### src/sv/fcr_pkg.sv
package fcr_pkg;

	// Frame signature and layout
	localparam logic [7:0] SIG_FIRST  = 8'hDE;
	localparam logic [7:0] SIG_SECOND = 8'hAF;

	localparam logic [3:0] FL_IDLE    = 4'd0;
	localparam logic [3:0] FL_SIG     = 4'd1;
	localparam logic [3:0] FL_CODE    = 4'd2;
	localparam logic [3:0] HEADER_LEN = 4'd3;
	localparam logic [3:0] SYNC_END   = 4'd7;
	localparam logic [3:0] XMIT_END   = 4'd11;

	// Command codes
	localparam logic [7:0] CODE_SYNC     = 8'd0;
	localparam logic [7:0] CODE_XMIT     = 8'd1;
	localparam logic [7:0] CODE_LOGRESET = 8'd2;
	localparam logic [7:0] CODE_CALIB    = 8'd3;

	// Item opcodes
	localparam logic OP_BYTE = 1'b0;
	localparam logic OP_TICK = 1'b1;

	// Configuration registers
	localparam int CFG_IDX_W  = 2;
	localparam int CFG_DATA_W = 16;
	localparam logic [CFG_IDX_W-1:0] REG_TIMEOUT = 2'd0;
	localparam logic [CFG_IDX_W-1:0] REG_REQSYNC = 2'd1;
	localparam logic [15:0] TIMEOUT_RESET = 16'd2000;
	localparam logic        REQSYNC_RESET = 1'b1;

	localparam logic [15:0] IDLE_MAX = 16'hFFFF;

	typedef enum logic [2:0] {
		ST_SYNC     = 3'd0,
		ST_XMIT     = 3'd1,
		ST_REFUSED  = 3'd2,
		ST_LOGRESET = 3'd3,
		ST_CALIB    = 3'd4,
		ST_BADCODE  = 3'd5,
		ST_TIMEOUT  = 3'd6
	} status_t;

	// Event handed from the parser to the executor
	typedef struct packed {
		status_t     status;
		logic [63:0] payload;
	} event_t;

endpackage

### src/sv/fcr_cmd_if.sv
interface fcr_cmd_if;
	logic       valid;
	logic       ready;
	logic       op;
	logic [7:0] rx_byte;

	modport source(output valid, output op, output rx_byte, input ready);
	modport sink(input valid, input op, input rx_byte, output ready);
endinterface

### src/sv/fcr_rsp_if.sv
interface fcr_rsp_if;
	logic        valid;
	logic        ready;
	logic [2:0]  status;
	logic [63:0] payload;

	modport source(output valid, output status, output payload, input ready);
	modport sink(input valid, input status, input payload, output ready);
endinterface

### src/sv/fcr_cfg_if.sv
interface fcr_cfg_if import fcr_pkg::*; ();
	logic                  valid;
	logic                  ready;
	logic [CFG_IDX_W-1:0]  index;
	logic [CFG_DATA_W-1:0] data;

	modport source(output valid, output index, output data, input ready);
	modport sink(input valid, input index, input data, output ready);
endinterface

### src/sv/framed_command_receiver.sv
// Channel  Role    Payload                         Handshake
// cmd      sink    op[0], rx_byte[7:0]             valid/ready
// rsp      source  status[2:0], payload[63:0]      valid/ready
// cfg      sink    index[1:0], data[15:0]          valid/ready, ready tied high
//
// One item per cycle sustained while the event queue has room; a result passes
// through the event queue and the output register before it is presented on
// rsp, and is held there while rsp is stalled.
// cmd.ready drops only when the event queue (QDEPTH entries) is full.
// Reset clears frame state, the synced flag and the queue and loads
// timeout_ticks = 2000, require_sync = 1.
// A stall on rsp backs up through the output register and the queue.
module framed_command_receiver import fcr_pkg::*; #(
	parameter int QDEPTH = 2
) (
	input  logic       clk,
	input  logic       arst_n,
	fcr_cmd_if.sink    cmd,
	fcr_rsp_if.source  rsp,
	fcr_cfg_if.sink    cfg
);

	logic [15:0] timeout_ticks_q;
	logic        require_sync_q;

	logic   accept;
	logic   ev_push;
	event_t ev_new;
	logic   q_not_full;
	logic   q_not_empty;
	logic   q_pop;
	event_t q_head;

	// Configuration: always ready, drop writes to unknown indexes
	assign cfg.ready = 1'b1;

	always_ff @(posedge clk or negedge arst_n) begin
		if (!arst_n) begin
			timeout_ticks_q <= TIMEOUT_RESET;
			require_sync_q  <= REQSYNC_RESET;
		end else if (cfg.valid) begin
			if (cfg.index == REG_TIMEOUT)
				timeout_ticks_q <= cfg.data;
			else if (cfg.index == REG_REQSYNC)
				require_sync_q <= cfg.data[0];
		end
	end

	// Front: take an item whenever the queue can hold the event it may raise
	assign cmd.ready = q_not_full;
	assign accept    = cmd.valid && q_not_full;

	fcr_parser u_parser (
		.clk           (clk),
		.arst_n        (arst_n),
		.accept        (accept),
		.op            (cmd.op),
		.rx_byte       (cmd.rx_byte),
		.timeout_ticks (timeout_ticks_q),
		.push          (ev_push),
		.ev            (ev_new)
	);

	// Decouple the parser from the output side
	fcr_queue #(.DEPTH(QDEPTH)) u_queue (
		.clk       (clk),
		.arst_n    (arst_n),
		.push      (ev_push),
		.push_ev   (ev_new),
		.not_full  (q_not_full),
		.pop       (q_pop),
		.not_empty (q_not_empty),
		.head      (q_head)
	);

	// Back: resolve sync gating and hold the result until taken
	fcr_exec u_exec (
		.clk          (clk),
		.arst_n       (arst_n),
		.require_sync (require_sync_q),
		.ev_valid     (q_not_empty),
		.ev           (q_head),
		.pop          (q_pop),
		.out_valid    (rsp.valid),
		.out_ready    (rsp.ready),
		.out_status   (rsp.status),
		.out_payload  (rsp.payload)
	);

endmodule

### src/sv/fcr_parser.sv
module fcr_parser import fcr_pkg::*; (
	input  logic        clk,
	input  logic        arst_n,
	input  logic        accept,
	input  logic        op,
	input  logic [7:0]  rx_byte,
	input  logic [15:0] timeout_ticks,
	output logic        push,
	output event_t      ev
);

	logic [3:0]  fl_q, fl_d;
	logic        xmit_q, xmit_d;
	logic [15:0] idle_q, idle_d;
	logic [63:0] pay_q, pay_d;
	logic [3:0]  fl_inc;
	logic [3:0]  fl_off;
	logic [2:0]  idx;

	assign fl_inc = fl_q + 4'd1;
	assign fl_off = fl_q - HEADER_LEN;
	assign idx    = fl_off[2:0];

	always_comb begin
		fl_d       = fl_q;
		xmit_d     = xmit_q;
		idle_d     = idle_q;
		pay_d      = pay_q;
		push       = 1'b0;
		ev.status  = ST_SYNC;
		ev.payload = '0;
		if (accept) begin
			if (op == OP_TICK) begin
				if (idle_q != IDLE_MAX)
					idle_d = idle_q + 16'd1;
				if (fl_q > FL_SIG && idle_d > timeout_ticks) begin
					push      = 1'b1;
					ev.status = ST_TIMEOUT;
					fl_d      = FL_IDLE;
				end
			end else begin
				idle_d = '0;
				unique case (fl_q)
					FL_IDLE: begin
						if (rx_byte == SIG_FIRST)
							fl_d = FL_SIG;
					end
					FL_SIG: begin
						fl_d = (rx_byte == SIG_SECOND) ? FL_CODE : FL_IDLE;
					end
					FL_CODE: begin
						priority if (rx_byte == CODE_LOGRESET) begin
							push      = 1'b1;
							ev.status = ST_LOGRESET;
							fl_d      = FL_IDLE;
						end else if (rx_byte == CODE_CALIB) begin
							push      = 1'b1;
							ev.status = ST_CALIB;
							fl_d      = FL_IDLE;
						end else if (rx_byte > CODE_CALIB) begin
							push      = 1'b1;
							ev.status = ST_BADCODE;
							fl_d      = FL_IDLE;
						end else begin
							xmit_d = (rx_byte == CODE_XMIT);
							pay_d  = '0;
							fl_d   = HEADER_LEN;
						end
					end
					default: begin
						pay_d[{idx, 3'b000} +: 8] = rx_byte;
						fl_d = fl_inc;
						if (!xmit_q && fl_inc >= SYNC_END) begin
							push       = 1'b1;
							ev.status  = ST_SYNC;
							ev.payload = {32'd0, pay_d[31:0]};
							fl_d       = FL_IDLE;
						end else if (xmit_q && fl_inc >= XMIT_END) begin
							push       = 1'b1;
							ev.status  = ST_XMIT;
							ev.payload = pay_d;
							fl_d       = FL_IDLE;
						end
					end
				endcase
			end
		end
	end

	always_ff @(posedge clk or negedge arst_n) begin
		if (!arst_n) begin
			fl_q   <= FL_IDLE;
			xmit_q <= 1'b0;
			idle_q <= '0;
		end else begin
			fl_q   <= fl_d;
			xmit_q <= xmit_d;
			idle_q <= idle_d;
		end
	end

	always_ff @(posedge clk) begin
		pay_q <= pay_d;
	end

	// A frame never grows past the last transmit payload byte
	a_fl_range: assert property (@(posedge clk) disable iff (!arst_n)
		fl_q < XMIT_END)
		else $error("frame length out of range");

	// Every completed frame returns the parser to signature hunting
	a_push_restarts: assert property (@(posedge clk) disable iff (!arst_n)
		push |=> fl_q == FL_IDLE)
		else $error("parser did not restart after an event");

endmodule

### src/sv/fcr_queue.sv
module fcr_queue import fcr_pkg::*; #(
	parameter int DEPTH = 2
) (
	input  logic   clk,
	input  logic   arst_n,
	input  logic   push,
	input  event_t push_ev,
	output logic   not_full,
	input  logic   pop,
	output logic   not_empty,
	output event_t head
);

	localparam int PTR_W = (DEPTH > 1) ? $clog2(DEPTH) : 1;
	localparam int CNT_W = $clog2(DEPTH + 1);
	localparam logic [PTR_W-1:0] LAST  = PTR_W'(DEPTH - 1);
	localparam logic [CNT_W-1:0] FULL  = CNT_W'(DEPTH);

	event_t           mem_q [DEPTH];
	logic [PTR_W-1:0] wr_q, rd_q;
	logic [CNT_W-1:0] cnt_q;
	logic             do_push, do_pop;

	assign not_full  = cnt_q != FULL;
	assign not_empty = cnt_q != '0;
	assign head      = mem_q[rd_q];
	assign do_push   = push && not_full;
	assign do_pop    = pop && not_empty;

	always_ff @(posedge clk) begin
		if (do_push)
			mem_q[wr_q] <= push_ev;
	end

	always_ff @(posedge clk or negedge arst_n) begin
		if (!arst_n) begin
			wr_q  <= '0;
			rd_q  <= '0;
			cnt_q <= '0;
		end else begin
			if (do_push)
				wr_q <= (wr_q == LAST) ? '0 : wr_q + PTR_W'(1);
			if (do_pop)
				rd_q <= (rd_q == LAST) ? '0 : rd_q + PTR_W'(1);
			if (do_push && !do_pop)
				cnt_q <= cnt_q + CNT_W'(1);
			else if (do_pop && !do_push)
				cnt_q <= cnt_q - CNT_W'(1);
		end
	end

	// An event offered to a full queue would be lost
	a_no_overflow: assert property (@(posedge clk) disable iff (!arst_n)
		push |-> not_full)
		else $error("event pushed into full queue");

	a_cnt_range: assert property (@(posedge clk) disable iff (!arst_n)
		cnt_q <= FULL)
		else $error("queue count out of range");

endmodule

### src/sv/fcr_exec.sv
module fcr_exec import fcr_pkg::*; (
	input  logic        clk,
	input  logic        arst_n,
	input  logic        require_sync,
	input  logic        ev_valid,
	input  event_t      ev,
	output logic        pop,
	output logic        out_valid,
	input  logic        out_ready,
	output logic [2:0]  out_status,
	output logic [63:0] out_payload
);

	logic        synced_q;
	logic        valid_q;
	status_t     status_q;
	logic [63:0] payload_q;
	logic        refuse;

	assign pop    = ev_valid && (!valid_q || out_ready);
	assign refuse = (ev.status == ST_XMIT) && require_sync && !synced_q;

	always_ff @(posedge clk or negedge arst_n) begin
		if (!arst_n) begin
			synced_q <= 1'b0;
			valid_q  <= 1'b0;
		end else begin
			if (pop && ev.status == ST_SYNC)
				synced_q <= 1'b1;
			if (pop)
				valid_q <= 1'b1;
			else if (out_ready)
				valid_q <= 1'b0;
		end
	end

	always_ff @(posedge clk) begin
		if (pop) begin
			status_q  <= refuse ? ST_REFUSED : ev.status;
			payload_q <= refuse ? '0 : ev.payload;
		end
	end

	assign out_valid   = valid_q;
	assign out_status  = status_q;
	assign out_payload = payload_q;

	// A refused request never leaks its payload
	a_refused_zero: assert property (@(posedge clk) disable iff (!arst_n)
		valid_q && status_q == ST_REFUSED |-> payload_q == '0)
		else $error("refused transmit carries payload");

	// Once synced, a transmit request is never refused
	a_no_refuse_synced: assert property (@(posedge clk) disable iff (!arst_n)
		pop && synced_q && ev.status == ST_XMIT |=> status_q == ST_XMIT)
		else $error("transmit refused after sync");

endmodule

### src/flat_wrapper.sv
// flat-port wrapper written by rule: the top's interface ports become plain ports
module framed_command_receiver_flat import fcr_pkg::*;
#(
	parameter int QDEPTH = 2
)
  (clk, arst_n, cmd_valid, cmd_op, cmd_rx_byte, cmd_ready, rsp_valid, rsp_status, rsp_payload, rsp_ready, cfg_valid, cfg_index, cfg_data, cfg_ready);
  fcr_cmd_if cmd_i ();
  fcr_rsp_if rsp_i ();
  fcr_cfg_if cfg_i ();
  input  logic clk;
  input  logic arst_n;
  input wire logic [$bits(cmd_i.valid)-1:0] cmd_valid;
  input wire logic [$bits(cmd_i.op)-1:0] cmd_op;
  input wire logic [$bits(cmd_i.rx_byte)-1:0] cmd_rx_byte;
  output wire logic [$bits(cmd_i.ready)-1:0] cmd_ready;
  output wire logic [$bits(rsp_i.valid)-1:0] rsp_valid;
  output wire logic [$bits(rsp_i.status)-1:0] rsp_status;
  output wire logic [$bits(rsp_i.payload)-1:0] rsp_payload;
  input wire logic [$bits(rsp_i.ready)-1:0] rsp_ready;
  input wire logic [$bits(cfg_i.valid)-1:0] cfg_valid;
  input wire logic [$bits(cfg_i.index)-1:0] cfg_index;
  input wire logic [$bits(cfg_i.data)-1:0] cfg_data;
  output wire logic [$bits(cfg_i.ready)-1:0] cfg_ready;
  assign cmd_i.valid = cmd_valid;
  assign cmd_i.op = cmd_op;
  assign cmd_i.rx_byte = cmd_rx_byte;
  assign cmd_ready = cmd_i.ready;
  assign rsp_valid = rsp_i.valid;
  assign rsp_status = rsp_i.status;
  assign rsp_payload = rsp_i.payload;
  assign rsp_i.ready = rsp_ready;
  assign cfg_i.valid = cfg_valid;
  assign cfg_i.index = cfg_index;
  assign cfg_i.data = cfg_data;
  assign cfg_ready = cfg_i.ready;
  framed_command_receiver #(.QDEPTH(QDEPTH)) u_core (.clk(clk), .arst_n(arst_n), .cmd(cmd_i), .rsp(rsp_i), .cfg(cfg_i));
endmodule
### config.mk
export PLATFORM = sky130hd
export DESIGN_NAME = framed_command_receiver_flat
export DESIGN_NICKNAME = d
export VERILOG_FILES = /design/src/sv/fcr_pkg.sv /design/src/sv/fcr_cmd_if.sv /design/src/sv/fcr_rsp_if.sv /design/src/sv/fcr_cfg_if.sv /design/src/sv/framed_command_receiver.sv /design/src/sv/fcr_parser.sv /design/src/sv/fcr_queue.sv /design/src/sv/fcr_exec.sv /design/src/flat_wrapper.sv
export SDC_FILE = /design/constraint.sdc
export NUM_CORES = 1
export LEC_CHECK = 0
export BUFFER_PORTS_ARGS = -buffer_cell sky130_fd_sc_hd__buf_2
export CAP_MARGIN = 25
export CORE_MARGIN = 2
export CORE_UTILIZATION = 45
export DETAILED_ROUTE_END_ITERATION = 7
export GPL_TIMING_DRIVEN = 0
export PLACE_DENSITY_LB_ADDON = 0.2
export SYNTH_ARGS = -nofsm -noshare
export SYNTH_HDL_FRONTEND = slang
export SYNTH_SLANG_ARGS = --single-unit
### constraint.sdc
create_clock -name clk -period 9 [get_ports clk]
set_input_delay 0.9 -clock clk [delete_from_list [all_inputs] [get_ports clk]]
set_output_delay 0.9 -clock clk [all_outputs]
set_load 0.02 [all_outputs]
## After elaboration in Yosys (flattened, before gate mapping)

Memories as Yosys holds them, arrays and structs flattened.
Cells that the tools add are included.

- Register bits after elaboration: 175
- Bits in writable memories: 134
- Input port bits: 32
- Output and inout port bits: 70
- Logic and storage cells: 129
- Memories kept: 1

Memories:

| name | words | bits a word | rd ports | clocked after memory_dff | write ports | line | text |
|---|---|---|---|---|---|---|---|
| u_core.u_queue.mem_q | 2 | 67 | 1 | 0 | 1 | fcr_queue.sv:19 | `event_t mem_q [DEPTH];` |

- Add/sub/neg operators: 8
- Order comparisons: 5
- Eq/ne operators: 16
- Shift operators: 2
- Mux-type cells: 47
- Bitwise operators: 6
- Reduce and logical (&&, ||, !) cells: 31

Operator list:

| cell | count |
|---|---|
| $mux 64 | 5 |
| $mux 65 | 2 |
| $pmux 64 s2 | 1 |
| $mux 67 | 1 |
| $bwmux 64 | 1 |
| $mux 16 | 4 |
| $shift 8x8->64 const A | 1 |
| $shiftx 8x8->64 | 1 |
| $mux 4 | 7 |
| $add 16x1->16 const B | 1 |
| $eq 8x2->1 const B | 2 |
| $eq 8x8->1 const B | 2 |
| $gt 16x16->1 | 1 |
| $ne 16x16->1 const B | 1 |
| $mux 3 | 5 |
| $mux 1 | 14 |
| $logic_and 1x1->1 | 12 |
| $pmux 4 s3 | 1 |
| $reduce_and 6->1 | 2 |
| $eq 8x1->1 const B | 1 |
| $gt 8x2->1 const B | 1 |
| $mux 2 | 4 |
| $ne 2x2->1 const B | 4 |
| $neg 6->8 | 1 |
| other kinds (27) | 40 |

## Longest topological paths before layout

- Depth after elaboration: 14
- Gate-level depth with buffers: 18
- Depth with buffers taken out: 17

## Hierarchy

Synthesis repeated with hierarchy kept, for this count alone.

- Cells, all modules: 1066
- Area total of the unflattened synthesis: 14264.9 um^2

By module, submodules not included:

| module | instances | cells an instance | area each (um^2) | seq. area each (um^2) |
|---|---|---|---|---|
| fcr_parser | 1 | 642 | 5564.1 | 2447.3 |
| fcr_queue | 1 | 227 | 5119.9 | 4124.0 |
| fcr_exec | 1 | 157 | 2896.5 | 2062.0 |
| framed_command_receiver | 1 | 40 | 684.4 | 434.2 |

## Least setup slack after synthesis

No wires, ideal clock.

- Kind: reg2reg
- Start: register u_core.u_parser.idle_q[0]
- End: memory u_core.u_queue.mem_q[0][0] (netlist name), enable pin
- Setup time: 0.492 ns
- Data arrival time: 5.832 ns
- Required time: 8.508 ns
- Setup slack: 2.676 ns
- Cell stages (with the launch flop): 14
- Buffers on the path: 1
- Clock period less this slack: 6.324 ns
- Path through: dfrtp_1 > ha_1 > nand2_1 > or3_1 > or2_1 > buf_6 > mux2_4 > ha_1 > nor2b_1 > o211ai_1 > a2111o_1 > a31oi_2 > nand2_1 > nor2_1

- Cells in the longest elaborated chain, start to end: 12
- Elaborated cells on any way between the ends: 13
- Classes of those cells: add/sub (1); order compare (1); eq/ne (1); mux (8); reduce/logical (2)

RTL lines:

| what | line | text |
|---|---|---|
| start, declared | fcr_parser.sv:14 | `logic [15:0] idle_q, idle_d;` |
| start signal, assigned | fcr_parser.sv:98 | `idle_q <= idle_d;` |
| $add 16x1->16 / $ne 16x16->1 (equally long branches) | fcr_parser.sv:35, fcr_parser.sv:34 |  |
| $mux 16 (*) | fcr_parser.sv:34 | `if (idle_q != IDLE_MAX)` |
| $mux 16 (*) | fcr_parser.sv:33 | `if (op == OP_TICK) begin` |
| $mux 16 (*) | fcr_parser.sv:32 | `if (accept) begin` |
| $gt 16x16->1 (*) | fcr_parser.sv:36 | `if (fl_q > FL_SIG && idle_d > timeout_ticks) begin` |
| $logic_and 1x1->1 (*) | fcr_parser.sv:36 |  |
| $mux 1 (*) | fcr_parser.sv:36 |  |
| $mux 1 (*) | fcr_parser.sv:33 |  |
| $mux 1 (*) | fcr_parser.sv:32 |  |
| $logic_and 1x1->1 (*) | fcr_queue.sv:27 | `assign do_push = push && not_full;` |
| $mux 1 (*) | fcr_queue.sv:31 | `if (do_push)` |
| $mux 1 (implied by the code) (*) | fcr_queue.sv:32 | `mem_q[wr_q] <= push_ev;` |
| end, declared | fcr_queue.sv:19 |  |

Mark *: on every way between the ends. The rest lies on a longest branch, timed or not. The select of a mux whose other input is x is not followed.

## Worst setup path after layout

- Start: register u_core.u_parser.idle_q[0]
- End: memory u_core.u_queue.mem_q[0][56] (netlist name), enable pin

Same word-level chain as after synthesis.

==> results.rst <==
.. list-table::
   :header-rows: 1

   * - Metric
     - Value
   * - Library cell occupying the most area in the post-synthesis netlist
     - edfxtp_1
   * - Cell at the root of the clock tree
     - clkbuf_16
   * - Maximum number of pins on one net before global-route repair
     - 65
   * - Synth Net Count
     - between 1k and 1.5k
   * - CTS Hold Buffers Added
     - 0
   * - Netlist Area Pre-Place
     - 0.0135 mm²
   * - Portion of the clock cycle consumed by the worst path in the final layout
     - 50.7%
   * - Instance area at placement
     - ~0.015 mm²
   * - Total track usage
     - 18.0%
   * - Level count of the clock H-tree
     - 2
   * - Number of antenna violations at the first check in global routing
     - 3
   * - Largest fanout of any net on the critical path
     - 31
   * - Worst slew pin tran
     - between 0.8 and 0.9 ns
   * - Final max-slew violation count
     - 0
   * - Row Count
     - between 60 and 70
   * - Highest attainable clock frequency
     - 0.219 GHz
   * - Hold WC Path Type
     - input port to async pin
   * - Sequential element share of the synthesized area
     - between 60% and 70%
   * - Final setup violating endpoints
     - 0
   * - Clock slew seen by the registers of the worst setup and hold paths
     - 0.05 ns
   * - Time the final worst path needs with I/O delays and setup
     - ~4.6 ns
   * - Clock share of power
     - 29.2%
   * - Post-route worst hold slack
     - 0.379 ns
   * - Sinks on the clock net
     - a little over 300
   * - LEAKAGE
     - 6.31 nW
   * - DR WL/cell
     - 17.5 µm
   * - Residual antenna-violating net count after detailed routing
     - 0
   * - Number of placed instances, taps included
     - 1513
   * - Average via count per standard cell
     - a little over 5
   * - RSZ-0062 raised after global routing
     - no
   * - Die boundary height
     - 177 µm
   * - Number of vias after detailed routing
     - 8102
   * - Required time of the critical path
     - approximately 9.2 ns
   * - Worst Setup Start Kind
     - flip-flop
   * - Maxcap violations
     - 0
   * - Total setup buffers inserted after CTS
     - 0
   * - Overall die area
     - between 0.03 and 0.04 mm²
   * - Total wire length after detailed routing
     - 27600 µm
   * - Yosys warning total
     - 0
   * - Post-route cell area
     - 0.0157 mm²
   * - Fraction of layout cells with a size suffix above 1
     - 17.0%
   * - Count of routing violations after the opening detailed-route iteration
     - 462
   * - Worst R2R Setup Slack
     - ~4.4 ns
   * - Critical path class
     - flip-flop to flip-flop
   * - Hold Vio Cnt, Final
     - 0
   * - Design internal power
     - 0.00305 W
   * - Number of buffers created by CTS
     - 34
   * - Total Negative Setup Slacks
     - 0 ns
   * - Flop and latch count out of synthesis
     - about 310
   * - Status
     - complete, no violations
   * - Count of pins on the block boundary
     - 102
   * - Leading register cell type out of synthesis
     - edfxtp_1
   * - Clock latency of the later-clocked register in the worst-skew pair
     - 0.52 ns
   * - Mean instance size in the synthesized netlist
     - between 10 and 15 µm²
   * - Count of instances resized after the clock tree is built
     - 0
   * - Signal arrival time at the worst endpoint
     - roughly 4.8 ns
   * - Placer congestion estimate
     - 0.851
   * - Total number of nets in the final design
     - 1217
   * - Max IR drop VDD
     - around 0.15 mV
   * - Number of enable-type register cells in the synthesized netlist
     - 265
   * - Cells taking the most area after synthesis
     - edfxtp_1 (59%), mux2i_1 (9.7%), dfrtp_1 (6.9%), nor2_1 (5.2%), ha_1 (2.4%)
   * - Switching power summed over all nets
     - around 0.0014 W
   * - Area growth from synthesis to layout
     - 16.5%
   * - Mapped Cells
     - 1016
   * - PortBufs
     - between 90 and 100
   * - CP endpoint kind
     - flip-flop
   * - Share of power burned in combinational logic
     - 27.0%
   * - Clock tree from TritonCTS
     - built
   * - Switch share
     - 31.0%
   * - Clock Skews
     - approximately 0.019 ns
   * - Total half-perimeter wirelength after legalization and detailed placement
     - between 15000 and 20000 µm
   * - Clock Tree Buf Depth
     - 3
   * - Sequential cell fraction of total power
     - 43.7%
   * - Number of distinct standard cells referenced by the synthesized netlist
     - 62
   * - Post-synthesis async set-or-reset flop share
     - 14.2%
   * - Final Instance Count excl. Fillers
     - 1573
   * - Total overflow reported by the global router
     - 0
   * - Number of global-route vias before repair
     - about 8k
   * - Area share of the leading cell type in the synthesized netlist
     - between 50% and 60%
   * - Power per standard cell area
     - 282 mW/mm²
   * - First-pass iteration count of the detailed router
     - 7
   * - First-pass GRT wire length
     - 43300 µm
   * - Effective utilization at floorplan
     - 45.6%
   * - Number of remaining DRC errors
     - 0
   * - Area of the core
     - between 0.02 and 0.03 mm²
   * - Die width
     - ~180 µm
   * - Relative slew slack
     - 41.5%
## metal layers
metal  track usage, %  vias up  wire (µm)  part of all wire [%]
met2             29.9      183      13400                    49
met4             4.06        4        376                   1.4
met3             3.44       34       1450                   5.3
met5                0        -         27                 0.098
li1                 -     3982          -                     -
met1             24.7     3899      12300                    45
## cell families after synthesis
group,share of synthesized area (%)
mux,10.5
other cells,0.0278
fa+ha+maj,2.41
xor+xnor,1.11
flops,67.3
compound gates,4.34
simple gates,11.7
buf+inv,2.59
## cell usage after synthesis, types with 5 or more instances
master,n
xor2_1,5
dfrtp_1,37
buf_1,5
nor3_1,39
xnor2_1,12
clkbuf_1,32
nand3_1,18
ha_1,26
edfxtp_1,265
and2_1,21
inv_1,31
buf_2,12
o21ai_0,28
mux2_2,8
nor2_1,185
mux2i_1,131
and3_1,12
nand4_1,6
a21oi_1,21
o21a_1,5
dfstp_2,7
nand2_1,43
## power groups by stage
| stage | Combinational (W) | Clock (W) | Sequential [W] |
|---|---|---|---|
| floorplan | 0.000663 | 0 | 0.00214 |
| global placement | 0.00116 | 0 | 0.00200 |
| detailed placement | 0.00122 | 0 | 0.00197 |
| CTS | 0.00122 | 0.00132 | 0.00194 |
| global route | 0.00132 | 0.00138 | 0.00196 |
| finish | 0.00120 | 0.00129 | 0.00194 |
## worst paths after layout
path                                      startpoint                           to  cells after the start
max                        u_core.u_parser.idle_q[0]  u_core.u_queue.mem_q[0][56]                     14
min                                           arst_n      u_core.u_exec.out_valid                      1
max reg2reg                u_core.u_parser.idle_q[0]  u_core.u_queue.mem_q[0][56]                     14
min reg2reg                   u_core.u_exec.synced_q       u_core.u_exec.synced_q                      1
max in group asynchronous                     arst_n        u_core.require_sync_q                      2
min in group clk              u_core.u_exec.synced_q       u_core.u_exec.synced_q                      1
## registers in the layout (all words and copies together) (netlist names)
| signal | count |
|---|---|
| u_core.u_queue.mem_q | 134 |
| u_core.u_queue.cnt_q | 2 |
| u_core.u_exec.out_payload | 64 |
| u_core.u_exec.out_status | 3 |
| u_core.require_sync_q | 1 |
| u_core.u_parser.pay_q | 64 |
| u_core.u_exec.synced_q | 1 |
| u_core.u_parser.xmit_q | 1 |
| u_core.u_exec.out_valid | 1 |
| u_core.u_parser.fl_q | 4 |
| u_core.timeout_ticks_q | 16 |
| u_core.u_queue.wr_q | 1 |
| u_core.u_parser.idle_q | 16 |
| u_core.u_queue.rd_q | 1 |
## area by class of cell
cell class              count  area (µm²)
clock buffers              40         873
fillers                  2559       13900
multi-input cells         623        4090
diodes                      1        2.50
plain buffers              52         229
flip-flops and latches    309        9070
repair buffers            107         671
clock inverters            19         163
inverters                  32         120
well taps                 390         488
## critical path: stages, from the launching register on
cell and delay, ns:
dfrtp_1 0.45, ha_1 0.32, nand2_1 0.12, or3_1 0.43, or2_1 0.25, buf_6 0.14
mux2_4 0.32, ha_1 0.29, nor2b_1 0.13, o211ai_1 0.09, a2111o_1 0.39, a31oi_2 0.37
nand2_1 0.26, nor2_4 0.40, buf_12 0.27
## stage by stage
| stage | setup WS [ns] | utilization, % | power (W) |
|---|---|---|---|
| finish | 4.43 | 53.1 | 0.00443 |
| global route | 4.13 | 53.1 | 0.00466 |
| CTS | 4.43 | 53.1 | 0.00448 |
| detailed placement | 4.44 | 49.6 | 0.00318 |
| global placement | 0.405 | 48.9 | 0.00315 |
| floorplan | 2.68 | - | 0.00280 |
## layout by cell type (no fill, tap or decap), types with 3 or more instances in the layout
cell and count:
mux2i_1 131, buf_1 5, nand4_1 6, o21a_1 5, mux2_2 8, nand3_1 18
nand2b_1 3, ha_1 26, clkbuf_16 34, dfrtp_1 37, clkinv_2 4, nor3_1 39
xor2_1 5, a22o_1 4, inv_1 31, buf_2 111, dfstp_2 7, o31ai_1 4
clkinv_1 8, o21ai_0 28, and3_1 11, xnor2_1 12, nor2_1 183, or3_1 4
clkbuf_1 38, o211ai_2 3, nor2b_1 4, nand2_1 43, and2_1 21, buf_12 6
a21oi_1 20, edfxtp_1 265
No activity file was read; power rests on OpenSTA's default activity.
